$ cat src/hw/rtl/lhp_pkg.sv
// ----------------------------------------------------------------------------
// lhp_pkg
// Types and constants of the 3x3 Laplacian high-pass filter.
// ----------------------------------------------------------------------------
`default_nettype none

package lhp_pkg;

   localparam int PIX_W      = 8;
   localparam int FWIDTH_W   = 11;
   localparam int FHEIGHT_W  = 12;
   localparam int ROW_W      = FHEIGHT_W + 1;
   localparam int MIN_DIM    = 2;
   localparam int CSR_ADDR_W = 3;
   localparam int CSR_DATA_W = 32;
   localparam int CSR_SEL_BIT = 2;

   localparam logic [FWIDTH_W-1:0]  WIDTH_RESET  = 11'd512;
   localparam logic [FHEIGHT_W-1:0] HEIGHT_RESET = 12'd512;
   localparam logic [PIX_W-1:0]     PIX_MAX      = '1;

   typedef enum logic {
      REG_FRAME_WIDTH  = 1'b0,
      REG_FRAME_HEIGHT = 1'b1
   } csr_reg_type;

   typedef enum logic {
      REQ_PIXEL = 1'b0,
      REQ_DRAIN = 1'b1
   } req_kind_type;

   typedef struct packed {
      logic [FWIDTH_W-1:0]  frame_width;
      logic [FHEIGHT_W-1:0] frame_height;
      logic                 restart;
   } frame_cfg_type;

   typedef struct packed {
      logic emit;
      logic last;
      logic left_ok;
      logic right_ok;
      logic top_ok;
      logic bottom_ok;
   } tap_ctl_type;

endpackage

`default_nettype wire

$ cat src/hw/rtl/lhp_rsp_if.sv
// ----------------------------------------------------------------------------
// lhp_rsp_if
// Result item channel: filtered pixel and end-of-frame flag.
// ----------------------------------------------------------------------------
`default_nettype none

interface lhp_rsp_if;
   import lhp_pkg::*;

   logic             valid;
   logic             ready;
   logic [PIX_W-1:0] pixel_out;
   logic             last_of_frame;

   modport source (output valid, output pixel_out, output last_of_frame, input ready);
   modport sink   (input valid, input pixel_out, input last_of_frame, output ready);
endinterface

`default_nettype wire

$ cat src/hw/rtl/lhp_window.sv
// ----------------------------------------------------------------------------
// lhp_window
// 3x3 window, line buffer write-back, masked Laplacian and output register.
// ----------------------------------------------------------------------------
`default_nettype none

module lhp_window (
   input  logic                            clock,
   input  logic                            reset,
   input  logic                            a_valid,
   input  logic [lhp_pkg::PIX_W-1:0]       a_pix,
   input  lhp_pkg::tap_ctl_type            a_ctl,
   input  logic [2*lhp_pkg::PIX_W-1:0]     rd_data,
   output logic                            stage_b_ready,
   output logic                            wr_en,
   output logic [2*lhp_pkg::PIX_W-1:0]     wr_data,
   lhp_rsp_if.source                       rsp
);
   import lhp_pkg::*;

   localparam int SUM_W  = PIX_W + 3;
   localparam int CNT_W  = 4;
   localparam int PROD_W = PIX_W + CNT_W;
   localparam int DIFF_W = PROD_W + 1;

   logic [PIX_W-1:0]  win_ff [3][3];
   logic              b_valid_ff, b_valid_in;
   tap_ctl_type       b_ctl_ff;
   logic              rsp_valid_ff, rsp_valid_in;
   logic [PIX_W-1:0]  rsp_pix_ff, rsp_pix_in;
   logic              rsp_last_ff;

   logic [PIX_W-1:0]  up_pix, mid_pix;
   logic              out_free, a_take, b_fire;
   logic [PIX_W-1:0]  nb_val [8];
   logic [7:0]        nb_use;
   logic [SUM_W-1:0]  nb_sum;
   logic [CNT_W-1:0]  nb_cnt;
   logic [PROD_W-1:0] centre_prod;
   logic [DIFF_W-1:0] diff;

   assign up_pix  = rd_data[2*PIX_W-1:PIX_W];
   assign mid_pix = rd_data[PIX_W-1:0];

   assign out_free      = !rsp_valid_ff || rsp.ready;
   assign stage_b_ready = !b_valid_ff || !b_ctl_ff.emit || out_free;
   assign a_take        = a_valid && stage_b_ready;
   assign b_fire        = b_valid_ff && b_ctl_ff.emit && out_free;

   // Middle row moves up, the new pixel becomes the middle row.  The read of
   // the next item targets another column because rows are at least two
   // pixels wide, except for the first item after a frame ends; the stale
   // column-zero values it then sees only reach window positions that the
   // edge masks drop, so no forwarding is needed.
   assign wr_en   = a_take;
   assign wr_data = {mid_pix, a_pix};

   always_ff @(posedge clock) begin
      if (reset) begin
         for (int r = 0; r < 3; r++) begin
            for (int c = 0; c < 3; c++) begin
               win_ff[r][c] <= '0;
            end
         end
      end else if (a_take) begin
         for (int r = 0; r < 3; r++) begin
            win_ff[r][0] <= win_ff[r][1];
            win_ff[r][1] <= win_ff[r][2];
         end
         win_ff[0][2] <= up_pix;
         win_ff[1][2] <= mid_pix;
         win_ff[2][2] <= a_pix;
      end
   end

   always_comb begin
      nb_val[0] = win_ff[0][0];
      nb_val[1] = win_ff[0][1];
      nb_val[2] = win_ff[0][2];
      nb_val[3] = win_ff[1][0];
      nb_val[4] = win_ff[1][2];
      nb_val[5] = win_ff[2][0];
      nb_val[6] = win_ff[2][1];
      nb_val[7] = win_ff[2][2];
      nb_use[0] = b_ctl_ff.top_ok && b_ctl_ff.left_ok;
      nb_use[1] = b_ctl_ff.top_ok;
      nb_use[2] = b_ctl_ff.top_ok && b_ctl_ff.right_ok;
      nb_use[3] = b_ctl_ff.left_ok;
      nb_use[4] = b_ctl_ff.right_ok;
      nb_use[5] = b_ctl_ff.bottom_ok && b_ctl_ff.left_ok;
      nb_use[6] = b_ctl_ff.bottom_ok;
      nb_use[7] = b_ctl_ff.bottom_ok && b_ctl_ff.right_ok;
      nb_sum = '0;
      for (int i = 0; i < 8; i++) begin
         if (nb_use[i]) begin
            nb_sum = nb_sum + SUM_W'(nb_val[i]);
         end
      end
      nb_cnt      = CNT_W'($countones(nb_use));
      centre_prod = PROD_W'(nb_cnt) * PROD_W'(win_ff[1][1]);
      diff        = DIFF_W'(centre_prod) - DIFF_W'(nb_sum);
      // Negative results show up as a set sign bit and clamp to zero.
      priority if (diff[DIFF_W-1]) begin
         rsp_pix_in = '0;
      end else if (diff > DIFF_W'(PIX_MAX)) begin
         rsp_pix_in = PIX_MAX;
      end else begin
         rsp_pix_in = diff[PIX_W-1:0];
      end
   end

   always_comb begin
      priority if (a_take) begin
         b_valid_in = 1'b1;
      end else if (stage_b_ready) begin
         b_valid_in = 1'b0;
      end else begin
         b_valid_in = b_valid_ff;
      end
      priority if (b_fire) begin
         rsp_valid_in = 1'b1;
      end else if (rsp.ready) begin
         rsp_valid_in = 1'b0;
      end else begin
         rsp_valid_in = rsp_valid_ff;
      end
   end

   always_ff @(posedge clock) begin
      if (reset) begin
         b_valid_ff   <= 1'b0;
         rsp_valid_ff <= 1'b0;
      end else begin
         b_valid_ff   <= b_valid_in;
         rsp_valid_ff <= rsp_valid_in;
      end
   end

   always_ff @(posedge clock) begin
      if (a_take) begin
         b_ctl_ff <= a_ctl;
      end
      if (b_fire) begin
         rsp_pix_ff  <= rsp_pix_in;
         rsp_last_ff <= b_ctl_ff.last;
      end
   end

   assign rsp.valid         = rsp_valid_ff;
   assign rsp.pixel_out     = rsp_pix_ff;
   assign rsp.last_of_frame = rsp_last_ff;

endmodule

`default_nettype wire

$ cat src/flat_wrapper.sv
// flat-port wrapper written by rule: the top's interface ports become plain ports
module lhp_window_flat import lhp_pkg::*;
  (clock, reset, a_valid, a_pix, a_ctl, rd_data, stage_b_ready, wr_en, wr_data, rsp_valid, rsp_pixel_out, rsp_last_of_frame, rsp_ready);
  lhp_rsp_if rsp_i ();
  input  logic clock;
  input  logic reset;
  input  logic a_valid;
  input  logic [lhp_pkg::PIX_W-1:0] a_pix;
  input  lhp_pkg::tap_ctl_type a_ctl;
  input  logic [2*lhp_pkg::PIX_W-1:0] rd_data;
  output logic stage_b_ready;
  output logic wr_en;
  output logic [2*lhp_pkg::PIX_W-1:0] wr_data;
  output wire logic [$bits(rsp_i.valid)-1:0] rsp_valid;
  output wire logic [$bits(rsp_i.pixel_out)-1:0] rsp_pixel_out;
  output wire logic [$bits(rsp_i.last_of_frame)-1:0] rsp_last_of_frame;
  input wire logic [$bits(rsp_i.ready)-1:0] rsp_ready;
  assign rsp_valid = rsp_i.valid;
  assign rsp_pixel_out = rsp_i.pixel_out;
  assign rsp_last_of_frame = rsp_i.last_of_frame;
  assign rsp_i.ready = rsp_ready;
  lhp_window u_core (.clock(clock), .reset(reset), .a_valid(a_valid), .a_pix(a_pix), .a_ctl(a_ctl), .rd_data(rd_data), .stage_b_ready(stage_b_ready), .wr_en(wr_en), .wr_data(wr_data), .rsp(rsp_i));
endmodule
$ cat config.mk
export PLATFORM = sky130hd
export DESIGN_NAME = lhp_window_flat
export DESIGN_NICKNAME = d
export VERILOG_FILES = /design/src/hw/rtl/lhp_pkg.sv /design/src/hw/rtl/lhp_rsp_if.sv /design/src/hw/rtl/lhp_window.sv /design/src/flat_wrapper.sv
export SDC_FILE = /design/constraint.sdc
export NUM_CORES = 1
export LEC_CHECK = 0
export BUFFER_PORTS_ARGS = -buffer_cell sky130_fd_sc_hd__clkbuf_2
export CAP_MARGIN = 20
export CORE_UTILIZATION = 25
export CTS_CLUSTER_DIAMETER = 200
export CTS_CLUSTER_SIZE = 30
export DETAILED_ROUTE_END_ITERATION = 10
export PLACE_DENSITY = 0.41
export RECOVER_POWER = 50
export SLEW_MARGIN = 20
export SYNTH_ARGS = -nofsm -noshare
export SYNTH_HDL_FRONTEND = slang
export SYNTH_SLANG_ARGS = --single-unit
$ cat constraint.sdc
create_clock -name clock -period 17.58 [get_ports clock]
set_input_delay 2.637 -clock clock [delete_from_list [all_inputs] [get_ports clock]]
set_output_delay 2.637 -clock clock [all_outputs]
set_load 0.02 [all_outputs]
==> results of run 1 <==
[metal layers]
layer	track usage	vias to the layer above
li1	-	2902
met1	0.167	2601
met2	0.189	74
met3	0.0185	13
met4	0.0308	0
met5	0	-
[area by class of cell]
| cell class | instances | area share |
|---|---|---|
| clock inverter | 7 | 0.00783 |
| timing repair buffer | 67 | 0.0394 |
| sequential | 89 | 0.296 |
| tap | 402 | 0.0562 |
| inverter | 76 | 0.0319 |
| multi-input combinational | 620 | 0.543 |
| clock buffer | 9 | 0.0252 |
[layout by cell type (no fill, tap or decap), drive strengths merged, types with 2 or more instances in the layout]
cell type  netlist  routed
and2            97      97
mux2            13      13
a211oi           4       4
and3             8       8
or3              3       3
o21ai           49      49
nor2b           16      16
a21boi           4       4
edfxtp          87      87
clkinv           1       4
ha              83      83
inv             75      76
nand2b           5       5
clkbuf          15      71
xnor2           39      39
a41oi            2       2
buf             21       5
xor2            11      11
a21o            13      13
clkinvlp         0       2
nand2           59      59
a21oi           53      53
or2              2       2
or4              2       2
nor2            39      39
o22ai            3       3
a31oi           11      11
o21a             9       9
o21bai          14      14
nand3           12      12
o31a             2       2
fa              32      32
mux2i           14      14
nor3            12      12
dfxtp            2       2
[per-stage QoR]
stage               utilization  hold WS (ns)
floorplan                     -         0.400
global placement          0.275         0.405
detailed placement        0.275         0.415
CTS                       0.284         0.432
global route              0.284         0.432
finish                    0.284         0.426
[flip-flops by register name, indices dropped and copies added, names as in the netlist]
signal                    flops
u_core.b_ctl_ff               6
u_core.b_valid_ff             1
u_core.rsp.last_of_frame      1
u_core.rsp.pixel_out          8
u_core.rsp.valid              1
u_core.win_ff                72
[cell families (layout without fill, tap and decap cells)]
kind of cell             after synthesis  in the layout  share of synthesized area
XOR/XNOR                              50             50                     0.0567
buffers and inverters                112            159                     0.0604
flip-flops                            89             89                      0.332
multiplexers                          27             27                     0.0374
adder cells (fa/ha/maj)              115            115                      0.210
AND/OR/NAND/NOR                      259            259                      0.172
AO/OA/AOI/OAI                        169            169                      0.132
[critical path: cells and delay by family (launching register included)]
kind / cells / cell delay, ns
adders and majority gates: 12 / 4.45
AOI/OAI and AO/OA: 18 / 3.45
and+or+nand+nor: 8 / 1.21
muxes: 4 / 0.90
xor gates and xnor gates: 4 / 0.59
buffers and inverters: 5 / 0.47
DFF: 1 / 0.37
[final timing paths]
| kind | start | endpoint | slack (ns) | depth (start not counted) |
|---|---|---|---|---|
| worst min-delay path | u_core.b_ctl_ff[4] | u_core.rsp.last_of_frame | 0.43 | 0 |
| worst min register to register | u_core.b_ctl_ff[4] | u_core.rsp.last_of_frame | 0.43 | 0 |
| worst max-delay path | u_core.b_ctl_ff[3] | u_core.rsp.pixel_out[5] | 5.86 | 51 |
| worst max register to register | u_core.b_ctl_ff[3] | u_core.rsp.pixel_out[5] | 5.86 | 51 |
[power breakdown]
part           internal (uW)  total [uW]  switching [uW]
Combinational            160         375             215
Clock                    110         203            92.9
Sequential               254         263            8.84
Total                    524         841             317
==> impl_table.tex, run 1 <==
\begin{tabular}{lr}
\hline
Metric & Value \\
\hline
\multicolumn{2}{l}{\textbf{Run status}} \\
Outcome & finished with violations \\
Violations in the final reports & capacitance limit, slew limit \\
\multicolumn{2}{l}{\textbf{STA}} \\
Final hold violations & 0 \\
Final Skew & 0.00892 ns \\
Setup-violating endpoint count in the final report & 0 \\
Period Utilization, post-route & 0.667 \\
Highest clock rate & 85.3 MHz \\
Number of slew-limit violations in the final report & 70 \\
Relative slew slack & -0.732 \\
Setup TNS & 0 ns \\
Fin crit period & 11.72 ns \\
RSZ-0062 raised after global routing & false \\
Pin slew with the least headroom to its limit & 2.60 ns \\
Worst Setup Slack, final & 5.86 ns \\
\multicolumn{2}{l}{\textbf{Clocking}} \\
Resized cells post-CTS & 0 \\
Post-CTS Hold Fix Bufs & 0 \\
Postcts setup bufs & 0 \\
Later-pin clock latency in the skew report & 0.36 ns \\
H-Tree Depth & 3 \\
CTS tree & yes \\
Buffer type at the clock tree root & clkbuf\_16 \\
Maximum buffer depth of the clock tree & 2 \\
Number of clock buffers inserted by TritonCTS & 9 \\
Clk pin slew, worst setup/hold paths & 0.07 ns \\
Number of sinks driven by the clock tree & 89 \\
\multicolumn{2}{l}{\textbf{Routing}} \\
Post-route ant nets & 0 \\
Drt first pass iters & 4 \\
Met2 routed WL & 8260 um \\
Top Layer Used & met4 \\
Vias per cell & 4.40 \\
Remaining design rule violation count & 0 \\
Wire length on met1 & 9570 um \\
Wire length after detailed routing & 18600 um \\
Amount of wire on met3 after detailed routing & 542 um \\
Average wire per cell in the routed design & 14.6 um \\
Total vias in the final route & 5590 \\
Initial DRC count & 210 \\
\multicolumn{2}{l}{\textbf{Synth}} \\
Average size of a mapped cell & 9.73 um\^{}2 \\
Cell count after synthesis & 821 \\
Warnings, synthesis & 0 \\
Mapped cell area & 7990 um\^{}2 \\
Portion of synthesized cell area occupied by the leading cell type & 0.327 \\
Number of library cell types mapped by synthesis & 59 \\
Flop and latch count out of synthesis & 89 \\
Post-Syn Nets & 970 \\
EDFF count, synth & 87 \\
Primary FF master, synth & edfxtp\_1 \\
Cell type contributing the most total cell area after synthesis & edfxtp\_1 \\
Seq/Total Area, Yosys & 0.332 \\
Most common cell in the synthesized netlist & and2\_1 \\
Top cell types by occurrence after synthesis & and2\_1, edfxtp\_1, ha\_1 \\
Leading post-synthesis cells by cell area & edfxtp\_1, ha\_1, fa\_1, and2\_1, xnor2\_1 \\
Post-synthesis async set-or-reset flop share & 0 \\
\multicolumn{2}{l}{\textbf{Worst setup path}} \\
Maximum fanout along the worst path & 21 \\
Endpoint class of the critical path & flip-flop \\
Critical-path top delay cell & fa\_1 \\
Type of the worst setup path & reg -> reg \\
Top cell by count, worst path & ha\_1 \\
CP Launch Type & flip-flop \\
Worst Path Required & 17.66 ns \\
Worst EP arrival & 11.80 ns \\
Largest stage delay on the critical path & 0.54 ns \\
\multicolumn{2}{l}{\textbf{GRT}} \\
Overall Global Routing Usage & 0.119 \\
First-pass GRT wire length & 30400 um \\
Via count of the first global-routing pass & 5510 \\
Number of antenna violations at the first check in global routing & 0 \\
Remaining global-route overflow & 0 \\
Pin count of the biggest net entering global routing & 73 \\
\multicolumn{2}{l}{\textbf{Final layout}} \\
Area growth, synth to finish & 12.0\% \\
Fillers & 3368 \\
Final Cell Area & 8950 um\^{}2 \\
Fraction of layout cells with a size suffix above 1 & 0.112 \\
Multi-input gate area in the final layout & 4860 um\^{}2 \\
Post-route non-filler standard cell count & 1270 \\
Antenna Diode Count & 0 \\
Combined flip-flop and latch cell area & 2650 um\^{}2 \\
Number of nets at the end of the flow & 1012 \\
\multicolumn{2}{l}{\textbf{Placement}} \\
Final HPWL DP & 14100 um \\
Placed inst area & 8650 um\^{}2 \\
Post-placement setup slack & 5.79 ns \\
Final estimated routing congestion in global placement & 0.761 \\
Port Buffer Count & 61 \\
Cell count after placement & 1253 \\
\multicolumn{2}{l}{\textbf{Floorplanning}} \\
Area inside the core boundary & 31500 um\^{}2 \\
Starting utilization of the core area & 0.254 \\
Die W & 181 um \\
Row count & 65 \\
Number of placed I/O pins & 62 \\
Full die area & 32700 um\^{}2 \\
Y dimension of the die & 181 um \\
\multicolumn{2}{l}{\textbf{Power}} \\
Worst VDD drop & 0.0000465 V \\
Final Total Pwr & 841 uW \\
Standby leakage power & 0.00392 uW \\
Pwr per Cell Area & 93.9 nW/um\^{}2 \\
\multicolumn{2}{l}{\textbf{Worst hold path}} \\
Class of the most critical hold timing path & reg -> reg \\
\multicolumn{2}{l}{\textbf{Flow run}} \\
Max-cap violation count & 1 \\
\hline
\end{tabular}
Note: power is estimated with default switching activity, not from simulation.
==> run 2, diff against run 1 <==
- PLACE_DENSITY: 0.41 -> 0.42
- clock period: 17.58 -> 9.8 ns (I/O delays scaled with it)
==> impl_table.tex, run 2 (synthesis results as in run 1) <==
\begin{tabular}{lr}
\hline
Metric & Value \\
\hline
\multicolumn{2}{l}{\textbf{STA}} \\
Setup-violating endpoint count in the final report & 8 (was 0) \\
Final hold violations & 0 (unchanged) \\
Final Skew & 0.0122 ns (was 0.00892 ns) \\
Worst Setup Slack, final & -0.268 ns (was 5.86 ns) \\
Final-layout worst hold slack & 0.426 ns (about the same) \\
RSZ-0062 raised after global routing & true (was false) \\
Number of slew-limit violations in the final report & 50 (was 70) \\
Fin crit period & 10.07 ns (was 11.72 ns) \\
Period Utilization, post-route & 1.03 (was 0.667) \\
Relative slew slack & -0.931 (was -0.732) \\
Highest clock rate & 99.3 MHz (was 85.3 MHz) \\
Pin slew with the least headroom to its limit & 2.90 ns (was 2.60 ns) \\
Setup TNS & -2.05 ns (was 0 ns) \\
\multicolumn{2}{l}{\textbf{Run status}} \\
Violations in the final reports & capacitance limit, slew limit, setup timing (was capacitance limit, slew limit) \\
Outcome & finished with violations (unchanged) \\
\multicolumn{2}{l}{\textbf{Routing}} \\
Met2 routed WL & 9760 um (was 8260 um) \\
Amount of wire on met3 after detailed routing & 581 um (was 542 um) \\
Drt first pass iters & 4 (unchanged) \\
Total vias in the final route & 6232 (was 5590) \\
Average wire per cell in the routed design & 14.9 um (was 14.6 um) \\
Initial DRC count & 198 (was 210) \\
Remaining design rule violation count & 0 (unchanged) \\
Vias per cell & 4.39 (was 4.40) \\
Top Layer Used & met4 (unchanged) \\
Post-route ant nets & 0 (unchanged) \\
Wire length on met1 & 10600 um (was 9570 um) \\
Wire length after detailed routing & 21200 um (was 18600 um) \\
\multicolumn{2}{l}{\textbf{Worst setup path}} \\
CP startpoint & u\_core.b\_ctl\_ff[1] (was u\_core.b\_ctl\_ff[3]) \\
Endpoint of the most critical setup path & u\_core.rsp.pixel\_out[0] (was u\_core.rsp.pixel\_out[5]) \\
Endpoint class of the critical path & flip-flop (unchanged) \\
CP Launch Type & flip-flop (unchanged) \\
FF-to-FF setup slack & -0.27 ns (was 5.86 ns) \\
Origin of the critical flop-to-flop path & u\_core.b\_ctl\_ff[1] (was u\_core.b\_ctl\_ff[3]) \\
Largest stage delay on the critical path & 0.51 ns (was 0.54 ns) \\
Critical-path top delay cell & fa\_1 (unchanged) \\
Type of the worst setup path & reg -> reg (unchanged) \\
Worst EP arrival & 10.18 ns (was 11.80 ns) \\
Worst Reg-to-Reg Cells & 47 (was 51) \\
Worst Path Required & 9.91 ns (was 17.66 ns) \\
Top cell by count, worst path & ha\_4 (was ha\_1) \\
R2r endpoint & u\_core.rsp.pixel\_out[0] (was u\_core.rsp.pixel\_out[5]) \\
Maximum fanout along the worst path & 4 (was 21) \\
\multicolumn{2}{l}{\textbf{Final layout}} \\
Final Core Density & 0.345 (was 0.284) \\
Number of nets at the end of the flow & 1162 (was 1012) \\
Register name with the most flops & u\_core.win\_ff (unchanged) \\
Fillers & 3223 (was 3368) \\
Antenna Diode Count & 0 (unchanged) \\
Most frequent cells in the layout & buf\_4, edfxtp\_1, and2\_1 (was edfxtp\_1, and2\_1, ha\_1) \\
Multi-input gate area in the final layout & 5610 um\^{}2 (was 4860 um\^{}2) \\
Area growth, synth to finish & 35.9\% (was 12.0\%) \\
Fraction of layout cells with a size suffix above 1 & 0.354 (was 0.112) \\
Most common library cell in the layout ignoring fill and taps & buf\_4 (was edfxtp\_1) \\
Largest register FFs & 72 (unchanged) \\
Post-route non-filler standard cell count & 1420 (was 1270) \\
Combined flip-flop and latch cell area & 2650 um\^{}2 (unchanged) \\
\multicolumn{2}{l}{\textbf{Floorplanning}} \\
Area inside the core boundary & 31500 um\^{}2 (unchanged) \\
Die W & 181 um (unchanged) \\
Number of placed I/O pins & 62 (unchanged) \\
Y dimension of the die & 181 um (unchanged) \\
Starting utilization of the core area & 0.254 (unchanged) \\
Row count & 65 (unchanged) \\
Full die area & 32700 um\^{}2 (unchanged) \\
\multicolumn{2}{l}{\textbf{Clocking}} \\
CTS tree & yes (unchanged) \\
Maximum buffer depth of the clock tree & 2 (unchanged) \\
Buffer type at the clock tree root & clkbuf\_16 (unchanged) \\
Number of clock buffers inserted by TritonCTS & 9 (unchanged) \\
Clk pin slew, worst setup/hold paths & 0.06 ns (was 0.07 ns) \\
Later-pin clock latency in the skew report & 0.37 ns (was 0.36 ns) \\
H-Tree Depth & 3 (unchanged) \\
Number of sinks driven by the clock tree & 89 (unchanged) \\
Post-CTS Hold Fix Bufs & 0 (unchanged) \\
\multicolumn{2}{l}{\textbf{Power}} \\
Internal power & 1210 uW (was 524 uW) \\
Standby leakage power & 0.00479 uW (was 0.00392 uW) \\
Net switching power of the design & 675 uW (was 317 uW) \\
Fraction of power consumed by combinational cells & 0.536 (was 0.446) \\
Final Total Pwr & 1880 uW (was 841 uW) \\
Switching part of the total & 0.358 (was 0.377) \\
Clock share of power & 0.211 (was 0.242) \\
Worst VDD drop & 0.0000792 V (was 0.0000465 V) \\
Reg power frac & 0.253 (was 0.312) \\
Pwr per Cell Area & 173 nW/um\^{}2 (was 93.9 nW/um\^{}2) \\
\multicolumn{2}{l}{\textbf{GRT}} \\
Remaining global-route overflow & 0 (unchanged) \\
Pin count of the biggest net entering global routing & 73 (unchanged) \\
Via count of the first global-routing pass & 6393 (was 5510) \\
First-pass GRT wire length & 34300 um (was 30400 um) \\
Number of antenna violations at the first check in global routing & 0 (unchanged) \\
Overall Global Routing Usage & 0.136 (was 0.119) \\
\multicolumn{2}{l}{\textbf{Flow run}} \\
Max-cap violation count & 1 (unchanged) \\
\multicolumn{2}{l}{\textbf{Placement}} \\
Port Buffer Count & 61 (unchanged) \\
Final estimated routing congestion in global placement & 0.788 (was 0.761) \\
Final HPWL DP & 15900 um (was 14100 um) \\
Cell count after placement & 1366 (was 1253) \\
\multicolumn{2}{l}{\textbf{Worst hold path}} \\
Class of the most critical hold timing path & reg -> reg (unchanged) \\
\hline
\end{tabular}
-- run 2: cell count changes in the layout (fill, tap and decap cells not counted), moves of 7 or more --
cell	change
a21oi_1	-27
a21oi_2	+20
a21oi_4	+7
buf_4	+144
ha_1	-25
ha_4	+25
inv_1	-10
inv_2	+10
mux2_2	-9
mux2_4	+9
o21ai_0	-27
o21ai_1	+9
o21ai_2	+17
-- run 2: routing by layer --
layer | track usage | vias up
met5 | 0 | -
met4 | 0.0451 | 0
met3 | 0.0218 | 16
met2 | 0.220 | 69
met1 | 0.184 | 2938
li1 | - | 3209
-- run 2: layout make-up --
class,count,share of cell area
flip-flops and latches,89,0.244
repair buffers,217,0.138
clock buffers,11,0.0223
clock inverters,5,0.00726
well taps,402,0.0463
multi-input cells,620,0.516
inverters,76,0.0263
-- run 2: worst min-delay path by stage --
stage,cells past startpoint,start,end,slack (ns)
after global routing,0,u_core.b_ctl_ff[4],u_core.rsp.last_of_frame,0.43
after floorplan,0,u_core.b_ctl_ff[4],u_core.rsp.last_of_frame,0.40
after CTS,0,u_core.b_ctl_ff[4],u_core.rsp.last_of_frame,0.43
after global placement,0,u_core.b_ctl_ff[4],u_core.rsp.last_of_frame,0.40
final,0,u_core.b_ctl_ff[4],u_core.rsp.last_of_frame,0.43
after detailed placement,0,u_core.b_ctl_ff[4],u_core.rsp.last_of_frame,0.41
-- run 2: power groups by stage --
stage	clock network (uW)	logic (uW)	registers (uW)
after global placement	0	848	484
after detailed placement	0	853	484
after global routing	426	1130	480
after CTS	415	927	477
after floorplan	0	568	480
final	397	1010	477
-- run 2: critical path, delay by kind of cell (launching register included) --
family	cells	cell delay (ns)
XOR/XNOR	4	0.52
buffers and inverters	4	0.31
multiplexers	6	1.32
AO/OA/AOI/OAI	15	2.32
AND/OR/NAND/NOR	6	0.91
flip-flops	1	0.43
adder cells (fa/ha/maj)	12	4.03
-- run 2: stage by stage --
stage	cell area, um^2	setup WS, ns
final	10900	-0.268
after global routing	10900	-0.723
after CTS	10500	-0.342
after detailed placement	9700	-0.585
after global placement	9700	-0.577
after floorplan	8210	0.00412
-- run 2: repair_timing --
action                                  CTS  global route
pin swaps                                62            58
buffers inserted                         25            12
resized for setup                        63            61
endpoints found under the setup margin    8             8
==> run 3, diff against run 2 <==
- CTS_BUF_LIST: default -> sky130_fd_sc_hd__clkbuf_4
==> impl_table.tex, run 3 (synthesis results as in run 1) <==
\begin{tabular}{lr}
\hline
Metric & Value \\
\hline
\multicolumn{2}{l}{\textbf{Floorplanning}} \\
Full die area & 32700 um\^{}2 (unchanged) \\
Die W & 181 um (unchanged) \\
Starting utilization of the core area & 0.254 (unchanged) \\
Row count & 65 (unchanged) \\
Number of placed I/O pins & 62 (unchanged) \\
Y dimension of the die & 181 um (unchanged) \\
Area inside the core boundary & 31500 um\^{}2 (unchanged) \\
\multicolumn{2}{l}{\textbf{Final layout}} \\
Most frequent cells in the layout & buf\_4, edfxtp\_1, and2\_1 (unchanged) \\
Most common library cell in the layout ignoring fill and taps & buf\_4 (unchanged) \\
Largest register FFs & 72 (unchanged) \\
Fraction of layout cells with a size suffix above 1 & 0.335 (was 0.354) \\
Register name with the most flops & u\_core.win\_ff (unchanged) \\
Area growth, synth to finish & 32.2\% (was 35.9\%) \\
Fillers & 3248 (was 3223) \\
Final Cell Area & 10600 um\^{}2 (was 10900 um\^{}2) \\
Final Core Density & 0.336 (was 0.345) \\
Number of nets at the end of the flow & 1158 (was 1162) \\
\multicolumn{2}{l}{\textbf{Worst setup path}} \\
CP startpoint & u\_core.b\_ctl\_ff[1] (unchanged) \\
Largest stage delay on the critical path & 0.49 ns (was 0.51 ns) \\
Maximum fanout along the worst path & 6 (was 4) \\
Worst Path Required & 10.08 ns (was 9.91 ns) \\
R2r endpoint & u\_core.rsp.pixel\_out[2] (was u\_core.rsp.pixel\_out[0]) \\
Critical-path top delay cell & fa\_1 (unchanged) \\
Endpoint class of the critical path & flip-flop (unchanged) \\
Top cell by count, worst path & ha\_4 (unchanged) \\
Origin of the critical flop-to-flop path & u\_core.b\_ctl\_ff[1] (unchanged) \\
Worst EP arrival & 10.36 ns (was 10.18 ns) \\
FF-to-FF setup slack & -0.29 ns (was -0.27 ns) \\
Type of the worst setup path & reg -> reg (unchanged) \\
CP Launch Type & flip-flop (unchanged) \\
Worst Reg-to-Reg Cells & 47 (unchanged) \\
\multicolumn{2}{l}{\textbf{Placement}} \\
Port Buffer Count & 61 (unchanged) \\
Final HPWL DP & 15900 um (unchanged) \\
Final estimated routing congestion in global placement & 0.788 (unchanged) \\
Placed inst area & 9700 um\^{}2 (unchanged) \\
\multicolumn{2}{l}{\textbf{Routing}} \\
Average wire per cell in the routed design & 14.9 um (about the same) \\
Drt first pass iters & 4 (unchanged) \\
Wire length after detailed routing & 21100 um (was 21200 um) \\
Vias per cell & 4.39 (about the same) \\
Remaining design rule violation count & 0 (unchanged) \\
Initial DRC count & 213 (was 198) \\
Total vias in the final route & 6224 (was 6232) \\
Post-route ant nets & 0 (unchanged) \\
\multicolumn{2}{l}{\textbf{GRT}} \\
Remaining global-route overflow & 0 (unchanged) \\
First-pass GRT wire length & 34100 um (was 34300 um) \\
Pin count of the biggest net entering global routing & 73 (unchanged) \\
Via count of the first global-routing pass & 6357 (was 6393) \\
Number of antenna violations at the first check in global routing & 2 (was 0) \\
Overall Global Routing Usage & 0.135 (was 0.136) \\
\multicolumn{2}{l}{\textbf{Power}} \\
Standby leakage power & 0.00467 uW (was 0.00479 uW) \\
Reg power frac & 0.279 (was 0.253) \\
Clock share of power & 0.150 (was 0.211) \\
Pwr per Cell Area & 162 nW/um\^{}2 (was 173 nW/um\^{}2) \\
Net switching power of the design & 646 uW (was 675 uW) \\
Switching part of the total & 0.377 (was 0.358) \\
Worst VDD drop & 0.0000726 V (was 0.0000792 V) \\
Fraction of power consumed by combinational cells & 0.572 (was 0.536) \\
Internal power & 1060 uW (was 1210 uW) \\
\multicolumn{2}{l}{\textbf{Clocking}} \\
Buffer type at the clock tree root & clkbuf\_4 (was clkbuf\_16) \\
Number of clock buffers inserted by TritonCTS & 9 (unchanged) \\
CTS tree & yes (unchanged) \\
Maximum buffer depth of the clock tree & 2 (unchanged) \\
H-Tree Depth & 3 (unchanged) \\
Clk pin slew, worst setup/hold paths & 0.15 ns (was 0.06 ns) \\
Post-CTS Hold Fix Bufs & 0 (unchanged) \\
Number of sinks driven by the clock tree & 89 (unchanged) \\
Later-pin clock latency in the skew report & 0.54 ns (was 0.37 ns) \\
\multicolumn{2}{l}{\textbf{STA}} \\
Worst Setup Slack, final & -0.286 ns (was -0.268 ns) \\
Highest clock rate & 99.1 MHz (was 99.3 MHz) \\
Fin crit period & 10.09 ns (was 10.07 ns) \\
Final hold violations & 0 (unchanged) \\
RSZ-0062 raised after global routing & true (unchanged) \\
Period Utilization, post-route & 1.03 (about the same) \\
Final Skew & 0.0300 ns (was 0.0122 ns) \\
Pin slew with the least headroom to its limit & 2.95 ns (was 2.90 ns) \\
Setup-violating endpoint count in the final report & 8 (unchanged) \\
Number of slew-limit violations in the final report & 50 (unchanged) \\
Relative slew slack & -0.969 (was -0.931) \\
Final-layout worst hold slack & 0.445 ns (was 0.426 ns) \\
\multicolumn{2}{l}{\textbf{Worst hold path}} \\
Number of cells on the worst hold path & 0 (unchanged) \\
Class of the most critical hold timing path & reg -> reg (unchanged) \\
End point of the worst hold path & u\_core.rsp.last\_of\_frame (unchanged) \\
Worst hold path startpoint & u\_core.b\_ctl\_ff[4] (unchanged) \\
\multicolumn{2}{l}{\textbf{Run status}} \\
Violations in the final reports & capacitance limit, slew limit, setup timing (unchanged) \\
Outcome & finished with violations (unchanged) \\
\multicolumn{2}{l}{\textbf{Flow run}} \\
Max-cap violation count & 1 (unchanged) \\
\hline
\end{tabular}
-- run 3: changes by cell type in the layout (fill, tap and decap cells not counted), moves of 3 or more --
cell       delta
clkbuf_16     -9
clkbuf_4     +10
o21ai_1       +4
o21ai_2       -5
buf_6         -3
-- run 3: worst max-delay path by stage --
| stage | endpoint | slack [ns] | depth (start not counted) |
|---|---|---|---|
| 6_report | u_core.rsp.pixel_out[2] | -0.29 | 47 |
| 3_5_place_dp | u_core.rsp.pixel_out[2] | -0.59 | 52 |
| 5_1_grt | u_core.rsp.pixel_out[5] | -0.81 | 49 |
| 4_1_cts | u_core.rsp.pixel_out[2] | -0.32 | 52 |
| 3_3_place_gp | u_core.rsp.pixel_out[3] | -0.58 | 51 |
| 2_1_floorplan | u_core.rsp.pixel_out[2] | 0.004 | 52 |
-- run 3: critical path, delay by kind of cell, from the launching register on --
family          cells  cell delay [ns]
fa+ha+maj          12             4.00
compound gates     15             2.37
flops               1             0.45
simple gates        5             0.78
xor+xnor            4             0.50
mux                 6             1.34
buf+inv             5             0.42
-- run 3: metrics by stage --
step | total power (uW) | TNS [ns] | worst slack, ns | std cells
floorplan | 1050 | 0 | 0.00412 | 821
global placement | 1330 | -4.57 | -0.577 | 1366
detailed placement | 1340 | -4.56 | -0.585 | 1366
CTS | 1660 | -2.45 | -0.320 | 1402
global route | 1860 | -6.34 | -0.806 | 1418
finish | 1710 | -2.20 | -0.286 | 1418
-- run 3: power groups by stage --
| stage | combinational, uW | sequential (uW) | clock [uW] |
|---|---|---|---|
| CTS | 917 | 476 | 271 |
| global placement | 848 | 484 | 0 |
| global route | 1100 | 480 | 282 |
| finish | 978 | 476 | 256 |
| floorplan | 568 | 480 | 0 |
| detailed placement | 853 | 484 | 0 |
-- run 3: timing repair --
action	4_1_cts	5_1_grt
cloned	0	0
pin swaps	55	40
endpoints found under the hold margin	0	0
setup buffers	20	13
gates resized for setup	50	49
endpoints found under the setup margin	8	8
-- run 3: final cells by class --
| class | count | area, um^2 | share of cell area |
|---|---|---|---|
| timing repair buffer | 213 | 1450 | 0.138 |
| clock buffer | 10 | 75.1 | 0.00711 |
| clock inverter | 6 | 82.6 | 0.00782 |
| sequential | 89 | 2650 | 0.251 |
| multi-input combinational | 620 | 5510 | 0.521 |
| inverter | 76 | 285 | 0.0270 |
| tap | 402 | 503 | 0.0476 |
| antenna | 2 | 5.00 | 0.000474 |
-- run 3: layer usage --
metal	vias up	track usage	part of all wire
met5	-	0	0
met4	0	0.0421	0.014
met3	15	0.0218	0.020
met2	66	0.219	0.46
met1	2941	0.183	0.51
li1	3202	-	-
